<file path="src/design/fpws_pkg.sv">
// ----------------------------------------------------------------------------
// File page write splitter package
// Shared widths, codes, the extent entry type and the sequencer states.
// ----------------------------------------------------------------------------
package fpws_pkg;

   localparam int FILE_COUNT     = 16;
   localparam int FILE_ID_WIDTH  = $clog2(FILE_COUNT);
   localparam int MAX_REQUEST    = 1024;
   localparam int MAX_RESULTS    = 33;
   localparam int COUNT_WIDTH    = $clog2(MAX_RESULTS);

   localparam int KIND_WIDTH     = 2;
   localparam int FIELD_WIDTH    = 16;
   localparam int LEN_WIDTH      = 11;
   localparam int ADDR_WIDTH     = 25;
   localparam int STATUS_WIDTH   = 2;
   localparam int SHIFT_WIDTH    = 4;

   localparam int REQ_TDATA_WIDTH = 80;
   localparam int RSP_TDATA_WIDTH = 40;
   localparam int CSR_ADDR_WIDTH  = 3;
   localparam int CSR_DATA_WIDTH  = 32;

   localparam logic [KIND_WIDTH-1:0] KIND_LOAD  = 2'd0;
   localparam logic [KIND_WIDTH-1:0] KIND_WRITE = 2'd1;
   localparam logic [KIND_WIDTH-1:0] KIND_READ  = 2'd2;

   localparam logic [STATUS_WIDTH-1:0] STATUS_OK       = 2'd0;
   localparam logic [STATUS_WIDTH-1:0] STATUS_BEYOND   = 2'd1;
   localparam logic [STATUS_WIDTH-1:0] STATUS_ZERO_LEN = 2'd2;

   localparam logic CSR_INDEX_PAGE_SHIFT = 1'b0;

   localparam logic [SHIFT_WIDTH-1:0] PAGE_SHIFT_RESET = 4'd5;
   localparam logic [SHIFT_WIDTH-1:0] PAGE_SHIFT_MIN   = 4'd3;
   localparam logic [SHIFT_WIDTH-1:0] PAGE_SHIFT_MAX   = 4'd8;

   typedef struct packed {
      logic [FIELD_WIDTH-1:0] start_page;
      logic [FIELD_WIDTH-1:0] page_offset;
      logic [FIELD_WIDTH-1:0] file_size;
   } extent_type;

   typedef enum logic [1:0] {
      ST_IDLE,
      ST_EVAL,
      ST_SPLIT
   } state_type;

endpackage

</file>
<file path="src/design/fpws_extent_table.sv">
// ----------------------------------------------------------------------------
// File extent table
// One entry per file, written by load items and read at one index; all
// entries are cleared by reset.
// ----------------------------------------------------------------------------
module fpws_extent_table (
   input  logic                                clock,
   input  logic                                reset,
   input  logic                                wr_en,
   input  logic [fpws_pkg::FILE_ID_WIDTH-1:0]  wr_index,
   input  fpws_pkg::extent_type                wr_entry,
   input  logic [fpws_pkg::FILE_ID_WIDTH-1:0]  rd_index,
   output fpws_pkg::extent_type                rd_entry
);
   import fpws_pkg::*;

   extent_type table_ff [FILE_COUNT];

   always_ff @(posedge clock) begin
      if (reset) begin
         for (int i = 0; i < FILE_COUNT; i++) begin
            table_ff[i] <= '0;
         end
      end else if (wr_en) begin
         table_ff[wr_index] <= wr_entry;
      end
   end

   assign rd_entry = table_ff[rd_index];

endmodule

</file>
<file path="src/design/file_page_write_splitter_unit.sv">
// ----------------------------------------------------------------------------
// File page write splitter
// Looks up a file extent, forms the absolute device address and cuts write
// requests into transfers that each stay within one device page.
// Sequence: a request is registered and judged in ST_EVAL; loads, reads and
// errors give their single result from there, and writes go on to ST_SPLIT,
// one page chunk per cycle while the output is not stalled (at most 33
// chunks). A new request is taken only in ST_IDLE, after the last result.
// Reset: synchronous; clears the extent table and sets page_shift to 5.
// ----------------------------------------------------------------------------
module file_page_write_splitter_unit (
   input  logic                                  clock,
   input  logic                                  reset,
   // file_id[3:0], start_page[19:4], page_offset[35:20], file_size[51:36],
   // file_position[67:52], byte_count[78:68], zero pad[79]
   input  logic [fpws_pkg::REQ_TDATA_WIDTH-1:0]  req_tdata,
   // kind[1:0]
   input  logic [fpws_pkg::KIND_WIDTH-1:0]       req_tuser,
   input  logic                                  req_tvalid,
   output logic                                  req_tready,
   // address[24:0], chunk_length[35:25], zero pad[39:36]
   output logic [fpws_pkg::RSP_TDATA_WIDTH-1:0]  rsp_tdata,
   // status[1:0]
   output logic [fpws_pkg::STATUS_WIDTH-1:0]     rsp_tuser,
   output logic                                  rsp_tlast,
   output logic                                  rsp_tvalid,
   input  logic                                  rsp_tready,
   input  logic                                  csr_psel,
   input  logic                                  csr_penable,
   input  logic                                  csr_pwrite,
   input  logic [fpws_pkg::CSR_ADDR_WIDTH-1:0]   csr_paddr,
   input  logic [fpws_pkg::CSR_DATA_WIDTH-1:0]   csr_pwdata,
   output logic [fpws_pkg::CSR_DATA_WIDTH-1:0]   csr_prdata,
   output logic                                  csr_pready
);
   import fpws_pkg::*;

   state_type                 state_ff, state_in;
   logic [SHIFT_WIDTH-1:0]    page_shift_ff;

   logic [KIND_WIDTH-1:0]     kind_ff;
   logic [FILE_ID_WIDTH-1:0]  fid_ff;
   extent_type                load_ff;
   logic [FIELD_WIDTH-1:0]    pos_ff;
   logic [LEN_WIDTH-1:0]      cnt_ff;

   logic [ADDR_WIDTH-1:0]     next_address_ff, next_address_in;
   logic [LEN_WIDTH-1:0]      bytes_left_ff, bytes_left_in;
   logic [COUNT_WIDTH-1:0]    count_ff, count_in;

   logic                      rsp_valid_ff;
   logic [ADDR_WIDTH-1:0]     rsp_addr_ff, rsp_addr_in;
   logic [LEN_WIDTH-1:0]      rsp_len_ff, rsp_len_in;
   logic                      rsp_last_ff, rsp_last_in;
   logic [STATUS_WIDTH-1:0]   rsp_status_ff, rsp_status_in;
   logic                      emit;

   logic                      tbl_wr_en;
   extent_type                entry;

   logic [SHIFT_WIDTH-1:0]    shift;
   logic [8:0]                page_size;
   logic [7:0]                page_mask;
   logic [LEN_WIDTH-1:0]      room;
   logic [LEN_WIDTH-1:0]      chunk;
   logic [LEN_WIDTH-1:0]      remain;
   logic [ADDR_WIDTH-1:0]     base_address;
   logic                      too_long;
   logic                      req_accept;
   logic                      out_free;
   logic                      csr_write;

   fpws_extent_table u_table (
      .clock    (clock),
      .reset    (reset),
      .wr_en    (tbl_wr_en),
      .wr_index (fid_ff),
      .wr_entry (load_ff),
      .rd_index (fid_ff),
      .rd_entry (entry)
   );

   assign csr_pready = 1'b1;
   assign csr_write  = csr_psel & csr_penable & csr_pwrite & csr_pready;
   assign csr_prdata = (csr_paddr[2] == CSR_INDEX_PAGE_SHIFT) ?
                       CSR_DATA_WIDTH'(page_shift_ff) : '0;

   always_ff @(posedge clock) begin
      if (reset) begin
         page_shift_ff <= PAGE_SHIFT_RESET;
      end else if (csr_write && csr_paddr[2] == CSR_INDEX_PAGE_SHIFT) begin
         page_shift_ff <= csr_pwdata[SHIFT_WIDTH-1:0];
      end
   end

   always_comb begin
      if (page_shift_ff < PAGE_SHIFT_MIN) begin
         shift = PAGE_SHIFT_MIN;
      end else if (page_shift_ff > PAGE_SHIFT_MAX) begin
         shift = PAGE_SHIFT_MAX;
      end else begin
         shift = page_shift_ff;
      end
   end

   assign page_size = 9'd1 << shift;
   assign page_mask = 8'(page_size - 9'd1);
   assign room      = LEN_WIDTH'(page_size) -
                      LEN_WIDTH'(next_address_ff[7:0] & page_mask);
   assign chunk     = (bytes_left_ff < room) ? bytes_left_ff : room;
   assign remain    = bytes_left_ff - chunk;

   assign base_address = (ADDR_WIDTH'(entry.start_page) << shift) +
                         ADDR_WIDTH'(entry.page_offset) + ADDR_WIDTH'(pos_ff);
   assign too_long = (cnt_ff > LEN_WIDTH'(MAX_REQUEST)) ||
                     ((17'(pos_ff) + 17'(cnt_ff)) > 17'(entry.file_size));

   assign req_tready = (state_ff == ST_IDLE);
   assign req_accept = req_tvalid & req_tready;
   assign out_free   = ~rsp_valid_ff | rsp_tready;

   always_ff @(posedge clock) begin
      if (req_accept) begin
         kind_ff             <= req_tuser;
         fid_ff              <= req_tdata[3:0];
         load_ff.start_page  <= req_tdata[19:4];
         load_ff.page_offset <= req_tdata[35:20];
         load_ff.file_size   <= req_tdata[51:36];
         pos_ff              <= req_tdata[67:52];
         cnt_ff              <= req_tdata[78:68];
      end
   end

   always_comb begin
      state_in        = state_ff;
      next_address_in = next_address_ff;
      bytes_left_in   = bytes_left_ff;
      count_in        = count_ff;
      tbl_wr_en       = 1'b0;
      emit            = 1'b0;
      rsp_addr_in     = '0;
      rsp_len_in      = '0;
      rsp_last_in     = 1'b1;
      rsp_status_in   = STATUS_OK;
      case (state_ff)
         ST_IDLE: begin
            if (req_accept && req_tuser inside {KIND_LOAD, KIND_WRITE, KIND_READ}) begin
               state_in = ST_EVAL;
            end
         end
         ST_EVAL: begin
            if (out_free) begin
               state_in = ST_IDLE;
               if (kind_ff == KIND_LOAD) begin
                  tbl_wr_en = 1'b1;
                  emit      = 1'b1;
               end else if (cnt_ff == '0) begin
                  emit          = 1'b1;
                  rsp_status_in = STATUS_ZERO_LEN;
               end else if (too_long) begin
                  emit          = 1'b1;
                  rsp_status_in = STATUS_BEYOND;
               end else if (kind_ff == KIND_READ) begin
                  emit        = 1'b1;
                  rsp_addr_in = base_address;
                  rsp_len_in  = cnt_ff;
               end else begin
                  next_address_in = base_address;
                  bytes_left_in   = cnt_ff;
                  count_in        = '0;
                  state_in        = ST_SPLIT;
               end
            end
         end
         ST_SPLIT: begin
            if (out_free) begin
               emit            = 1'b1;
               rsp_addr_in     = next_address_ff;
               rsp_len_in      = chunk;
               rsp_last_in     = (remain == '0) ||
                                 (count_ff == COUNT_WIDTH'(MAX_RESULTS - 1));
               next_address_in = next_address_ff + ADDR_WIDTH'(chunk);
               bytes_left_in   = remain;
               count_in        = count_ff + 1'b1;
               if (rsp_last_in) begin
                  bytes_left_in = '0;
                  state_in      = ST_IDLE;
               end
            end
         end
         default: begin
            state_in = ST_IDLE;
         end
      endcase
   end

   always_ff @(posedge clock) begin
      if (reset) begin
         state_ff        <= ST_IDLE;
         next_address_ff <= '0;
         bytes_left_ff   <= '0;
         count_ff        <= '0;
         rsp_valid_ff    <= 1'b0;
      end else begin
         state_ff        <= state_in;
         next_address_ff <= next_address_in;
         bytes_left_ff   <= bytes_left_in;
         count_ff        <= count_in;
         if (emit) begin
            rsp_valid_ff <= 1'b1;
         end else if (rsp_tready) begin
            rsp_valid_ff <= 1'b0;
         end
      end
   end

   always_ff @(posedge clock) begin
      if (emit) begin
         rsp_addr_ff   <= rsp_addr_in;
         rsp_len_ff    <= rsp_len_in;
         rsp_last_ff   <= rsp_last_in;
         rsp_status_ff <= rsp_status_in;
      end
   end

   assign rsp_tvalid = rsp_valid_ff;
   assign rsp_tdata  = {4'b0, rsp_len_ff, rsp_addr_ff};
   assign rsp_tuser  = rsp_status_ff;
   assign rsp_tlast  = rsp_last_ff;

endmodule
</file>
<file path="config.mk">
export PLATFORM = sky130hd
export DESIGN_NAME = file_page_write_splitter_unit
export DESIGN_NICKNAME = d
export VERILOG_FILES = /design/src/design/fpws_pkg.sv /design/src/design/fpws_extent_table.sv /design/src/design/file_page_write_splitter_unit.sv
export SDC_FILE = /design/constraint.sdc
export NUM_CORES = 1
export LEC_CHECK = 0
export BUFFER_PORTS_ARGS = -buffer_cell sky130_fd_sc_hd__buf_4
export CORE_MARGIN = 1
export CORE_UTILIZATION = 40
export DETAILED_ROUTE_END_ITERATION = 10
export HOLD_SLACK_MARGIN = 0.06
export PLACE_DENSITY = 0.64
export SLEW_MARGIN = 20
export SYNTH_ARGS = -nofsm -noshare
export SYNTH_HDL_FRONTEND = slang
export SYNTH_SLANG_ARGS = --single-unit
</file>
<file path="constraint.sdc">
create_clock -name clock -period 12.72 [get_ports clock]
set_input_delay 0 -clock clock [delete_from_list [all_inputs] [get_ports clock]]
set_output_delay 0 -clock clock [all_outputs]
set_load 0.02 [all_outputs]
</file>
==> results.sh, run 1 <==
export IMPL_reg2reg_slack_ps=4820
export IMPL_cp_end_kind="register"
export IMPL_netlist_instances=3235
export IMPL_area_growth_pct=16.3
export IMPL_worst_setup_path_start_kind="register"
export IMPL_viasPerCell=5.53
export IMPL_via_count=27900
export IMPL_hold_viol=0
export IMPL_drv_cap=0
export IMPL_drtPass1Iterations=8
export IMPL_cp_max_fo=30
export IMPL_route_detailed_drc=0
export IMPL_first_iter_violations=2925
export IMPL_nets=3698
export IMPL_cts_root_buf="clkbuf_16"
export IMPL_initial_core_util_pct=40.6
export IMPL_h_tree_depth=3
export IMPL_cts_resized_gates=0
export IMPL_die_w_um=341
export IMPL_drtAntennaViolNets=0
export IMPL_cts_sinks=941
export IMPL_powerDensity_mw_per_mm2=147
export IMPL_place_congestion=0.842
export IMPL_fmax_ghz=0.127
export IMPL_whs_endpoint="pos_ff[2]"
export IMPL_grt_pass1_vias=27700
export IMPL_netlist_area_leader_share_pct=58.1
export IMPL_period_share_pct=62.1
export IMPL_dieArea_mm2=0.116
export IMPL_setup_viol=0
export IMPL_irDropWorstVdd_mv=0.101
export IMPL_reg2regPathDepth=25
export IMPL_power_leakage_nw=19.5
export IMPL_insertion_delay_ps=690
export IMPL_cts_tree="yes"
export IMPL_power_mw=7.86
export IMPL_final_max_slew_violation_count=0
export IMPL_required_ps=13260
export IMPL_clock_skew_ps=51.3
export IMPL_fillers=9766
export IMPL_r2r_end="next_address_ff[18]"
export IMPL_r2r_start="page_shift_ff[3]"
export IMPL_ys_warn_count=0
export IMPL_final_cell_mix="edfxtp_1, and2_1, mux4_2"
export IMPL_syn_area_mm2=0.0459
export IMPL_grt_pass1_wl_mm=183
export IMPL_status="finished clean"
export IMPL_synth_flop_cell="edfxtp_1"
export IMPL_worst_pin_slew_ps=1080
export IMPL_hpwlAfterDp_mm=73.3
export IMPL_ys_seq_area_share_pct=60.4
export IMPL_synth_area_leader_cell="edfxtp_1"
export IMPL_rsz0062_at_grt="no"
export IMPL_grt_start_max_net_pins=113
export IMPL_synth_seq_cells=941
export IMPL_hp_class="input port to register"
export IMPL_antenna_found_initial=6
export IMPL_p_sw_mw=2.11
export IMPL_fin_setup_tns_ps=0
export IMPL_power_frac_comb_pct=17.0
export IMPL_layout_commonest_cell="edfxtp_1"
export IMPL_worst_setup_path_type="register to register"
export IMPL_synth_area_top_cells="edfxtp_1, mux4_2, and2_1"
export IMPL_wl_per_cell_um=24.7
export IMPL_relSlewSlack_pct=27.4
export IMPL_fin_crit_ps=7900
export IMPL_grt_util_all_layers_pct=21.4
export IMPL_netlist_cell_type_count=88
export IMPL_clock_path_buffers=3
export IMPL_crit_arrival_ps=8440
export IMPL_io_pin_count=202
export IMPL_chipHeight_um=341
export IMPL_drt_wl_total_mm=125
export IMPL_hold_start="req_tdata[54]"
export IMPL_synth_edf_count=888
export IMPL_core_rowCount=123
export IMPL_p_seq_share_pct=45.9
export IMPL_syn_area_per_cell_um2=14.2
export IMPL_port_buffer_count=137
export IMPL_switching_share_pct=26.8
export IMPL_p_clk_share_pct=37.0
export IMPL_drive_gt1_share_pct=18.0
export IMPL_async_flop_share_pct=0
export IMPL_grt_remaining_overflow=0
export IMPL_min_delay_path_depth=2
export IMPL_p_int_mw=5.76
export IMPL_cts_buffers=100
export IMPL_cts_clk_slew_worst_paths_ps=60
export IMPL_core_area_mm2=0.113
## sequential cells by signal, summed over array words and instances (netlist names), 4 cells and up, named ones only
register,count
bytes_left_ff,11
cnt_ff,11
count_ff,6
fid_ff,4
load_ff,48
next_address_ff,25
page_shift_ff,4
pos_ff,16
rsp_addr_ff,25
rsp_len_ff,11
u_table.table_ff,768
## layer usage
layer / up-vias / track usage (%) / wire [um]
met5: - / 0 / 0
met4: 0 / 5.03 / 2810
met3: 174 / 4.06 / 10300
met2: 1230 / 34.1 / 58200
met1: 14100 / 30.1 / 53200
li1: 12400 / - / -
## kinds of logic (layout without fill, tap and decap cells)
logic type	Yosys count	after routing	synth area share [%]
simple gates	1173	1173	14.6
flops	941	941	60.4
compound gates	350	350	5.19
buf+inv	329	602	3.14
mux	283	283	12.5
fa+ha+maj	105	105	3.19
xor+xnor	52	52	0.992
other cells	2	42	0.0164
## synthesized netlist by cell type, types with 8 or more instances
cell,n
nand4_1,12
xor2_1,14
a22oi_1,31
a21o_1,18
clkbuf_1,191
nor2_1,157
dfxtp_1,53
or2_2,11
nand2b_1,12
mux2_2,19
nor3_1,26
o211ai_1,10
buf_2,23
a211oi_1,31
o21ai_0,69
nand2_1,92
nor4_1,8
nand3_1,33
inv_1,64
xnor2_1,38
a21oi_1,83
o21a_1,11
mux4_2,220
buf_4,38
and2_1,772
edfxtp_1,888
nor2b_1,13
mux2i_1,36
or3_1,10
ha_1,85
fa_1,20
## worst max-delay path by stage
stage / start / to / slack (ps) / cells past startpoint
4_1_cts: page_shift_ff[3] / next_address_ff[18] / 4950 / 25
5_1_grt: page_shift_ff[3] / next_address_ff[18] / 4170 / 28
3_3_place_gp: page_shift_ff[3] / next_address_ff[18] / 5080 / 27
6_report: page_shift_ff[3] / next_address_ff[18] / 4820 / 25
2_1_floorplan: page_shift_ff[3] / next_address_ff[18] / 6360 / 25
3_5_place_dp: page_shift_ff[3] / next_address_ff[20] / 4980 / 25
## power by group through the flow
| stage | combinational [mW] | clock (mW) | sequential, mW |
|---|---|---|---|
| finish | 1.34 | 2.91 | 3.61 |
| CTS | 1.34 | 2.96 | 3.61 |
| floorplan | 0.957 | 0 | 3.62 |
| global placement | 1.28 | 0 | 3.67 |
| detailed placement | 1.29 | 0 | 3.68 |
| global route | 1.46 | 3.07 | 3.63 |
## repair_timing
item                                   in CTS  in global routing
endpoints found under the hold margin     118                  0
hold buffers                              168                  0
buffers inserted                            0                  0
## stage by stage
step                utilization [%]  cell area, um^2  instances  hold slack, ps  worst slack, ps
floorplan                         -            46000       3272            74.9             6360
global placement               42.8            48400       4699             178             5080
detailed placement             42.8            48400       4699             180             4980
CTS                            47.2            53400       5045            62.5             4950
global route                   47.2            53400       5047            76.3             4170
finish                         47.2            53400       5048             102             4820
## critical path, cell delays in order, from the launching register on
cell and delay, ps:
dfxtp_1 310, buf_4 330, clkinv_1 630, nand3_1 280, nor2_1 150, ha_1 400
nand2_1 130, nor2_1 50, a2111oi_0 520, o31ai_2 260, ha_1 350, o311ai_0 120
o21ai_1 500, buf_4 300, o21ai_0 170, ha_1 270, fa_1 440, a211oi_1 380
o21ai_1 190, a2111oi_0 430, o41ai_1 230, a21oi_1 460, or2_1 290, or3_1 180
nor2_1 50, a2111oi_0 320
## layout make-up
type	instances	area [um^2]	share of cell area, %
well taps	1500	1880	3.52
flip-flops and latches	941	27700	52.0
repair buffers	358	3130	5.87
clock buffers	126	2650	4.97
inverters	66	250	0.469
multi-input cells	2002	17100	32.1
diodes	3	7.51	0.0141
clock inverters	52	589	1.10
(Power assumes the default switching activity.)
==> run 2, diff against run 1 <==
Clock period 12.72 ns to 7.28 ns, I/O delays scaled along.
==> run 2 against run 1 <==
Final cell count is 0.34% higher. Setup slack got worse by 4200 ps. Sequential power rose by 75%. Die area is the same. Hold slack gained 9.0 ps. Cell area decreased by 0.12%.
==> results.sh, run 2 (synthesis gave the netlist of run 1 again) <==
export IMPL_status="finished clean"
export IMPL_largest_reg_flops=768
export IMPL_grt_start_max_net_pins=49
export IMPL_first_iter_violations=3129
export IMPL_period_share_pct=91.7
export IMPL_setup_viol=0
export IMPL_relSlewSlack_pct=25.2
export IMPL_layout_commonest_cell="edfxtp_1"
export IMPL_antenna_found_initial=4
export IMPL_worst_setup_path_type="register to register"
export IMPL_irDropWorstVdd_mv=0.193
export IMPL_r2r_start="page_shift_ff[3]"
export IMPL_r2r_end="next_address_ff[18]"
export IMPL_required_ps=7800
export IMPL_grt_pass1_wl_mm=189
export IMPL_utilization_pct=47.1
export IMPL_fin_crit_ps=6680
export IMPL_clock_path_buffers=3
export IMPL_drtPass1Iterations=5
export IMPL_cp_max_fo=29
export IMPL_io_pin_count=202
export IMPL_worst_setup_path_start_kind="register"
export IMPL_hold_start="req_tdata[65]"
export IMPL_area_growth_pct=16.2
export IMPL_pre_cts_slack_ps=457
export IMPL_final_max_slew_violation_count=0
export IMPL_hold_viol=0
export IMPL_cp_end_kind="register"
export IMPL_reg2regPathDepth=27
export IMPL_insertion_delay_ps=700
export IMPL_multi_input_area_mm2=0.0171
export IMPL_whs_endpoint="pos_ff[13]"
export IMPL_reg2reg_slack_ps=600
export IMPL_grt_pass1_vias=28000
export IMPL_drv_cap=0
export IMPL_core_rowCount=123
export IMPL_hpwlAfterDp_mm=78.0
export IMPL_final_cell_mix="edfxtp_1, and2_1, mux4_2"
export IMPL_power_leakage_nw=19.5
export IMPL_top_regs="u_table.table_ff (768), load_ff (48)"
export IMPL_nets=3712
export IMPL_clock_skew_ps=69.8
export IMPL_grt_remaining_overflow=0
export IMPL_worst_pin_slew_ps=1120
export IMPL_cts_clk_slew_worst_paths_ps=60
export IMPL_h_tree_depth=3
export IMPL_cts_root_buf="clkbuf_16"
export IMPL_largest_register="u_table.table_ff"
export IMPL_min_delay_path_depth=2
export IMPL_place_congestion=0.896
export IMPL_seq_area_mm2=0.0277
export IMPL_cts_tree="yes"
export IMPL_fin_setup_tns_ps=0
export IMPL_cts_sinks=941
export IMPL_layout_setup_ws_ps=603
export IMPL_drt_wl_total_mm=129
export IMPL_crit_arrival_ps=7190
export IMPL_port_buffer_count=137
export IMPL_initial_core_util_pct=40.6
export IMPL_die_w_um=341
export IMPL_rsz0062_at_grt="no"
export IMPL_startpoint="page_shift_ff[3]"
export IMPL_fillers=9774
export IMPL_route_detailed_drc=0
export IMPL_chipHeight_um=341
export IMPL_powerDensity_mw_per_mm2=253
export IMPL_hp_class="input port to register"
export IMPL_cts_buffers=98
export IMPL_drtAntennaViolNets=0
export IMPL_fmax_ghz=0.150
export IMPL_viasPerCell=5.56
export IMPL_core_area_mm2=0.113
export IMPL_grt_util_all_layers_pct=22.0
export IMPL_via_count=28200
export IMPL_wl_per_cell_um=25.5
export IMPL_drive_gt1_share_pct=18.3
export IMPL_dieArea_mm2=0.116
run 2: cell count changes in the layout (fill, tap and decap cells not counted), moves of 3 or more:
cell           change
clkinv_1           +8
clkbuf_16          -4
clkbuf_1           +6
clkinv_2           -4
dlygate4sd3_1      -6
buf_4             +18
bufinv_16          -7
buf_12             +3
run 2: power breakdown:
part,total [mW],switching [mW],internal [mW],leakage [nW]
Combinational,2.38,1.36,1.02,8.57
Clock,4.78,2.16,2.62,1.45
Sequential,6.33,0.205,6.12,9.44
run 2: layout make-up:
| cell class | instances | share of cell area (%) |
|---|---|---|
| Antenna cell | 1 | 0.00469 |
| Clock buffer | 128 | 4.83 |
| Clock inverter | 53 | 0.805 |
| Inverter | 66 | 0.469 |
| Multi-Input combinational cell | 2002 | 32.2 |
| Sequential cell | 941 | 52.0 |
| Tap cell | 1500 | 3.52 |
| Timing Repair Buffer | 374 | 6.18 |
run 2: per-layer routing:
layer,wire [um],vias up,global-route usage (%),part of all wire [%]
met3,9240,189,3.49,7.2
li1,-,12400,-,-
met5,13,-,0,0.010
met4,2840,2,5.26,2.2
met1,54300,14400,30.3,42
met2,62500,1201,36.7,48
run 2: how the worst max path moves through the flow:
stage,endpoint,slack [ps]
CTS,next_address_ff[18],380
global route,next_address_ff[18],70
floorplan,next_address_ff[18],920
global placement,next_address_ff[22],500
detailed placement,next_address_ff[18],460
finish,next_address_ff[18],600
run 2: worst max-delay path, cell delays in order, from the launching register on:
cell and delay [ps]:
dfxtp_1 330, buf_4 340, and3b_1 290, nand2_1 230, inv_1 110, ha_1 370
nand2_1 120, nor2_1 60, a2111oi_1 390, o31ai_2 230, ha_1 260, a211oi_1 180
o211ai_1 110, a21oi_1 130, o21ai_1 180, nand2_1 110, o21ai_0 160, ha_1 280
fa_1 440, a211oi_2 270, o21ai_1 160, a2111oi_1 490, o41ai_2 200, a21oi_1 250
or2_1 250, or3_1 180, nor2_1 50, a2111oi_0 340
run 2: repair_timing:
action                     CTS  global route
hold buffers               162             0
setup buffers                0             0
hold endpoints to repair   117             0
resized for setup            0             5
setup endpoints to repair    0             3
run 2: through the flow:
stage	hold WS (ps)	cells	instance area (um^2)	power, mW
after global placement	178	4720	48600	8.70
final	111	5065	53300	13.5
after detailed placement	179	4721	48700	8.73
after global routing	92.3	5064	53300	14.0
after floorplan	74.9	3272	46000	8.00
after CTS	61.4	5064	53300	13.5
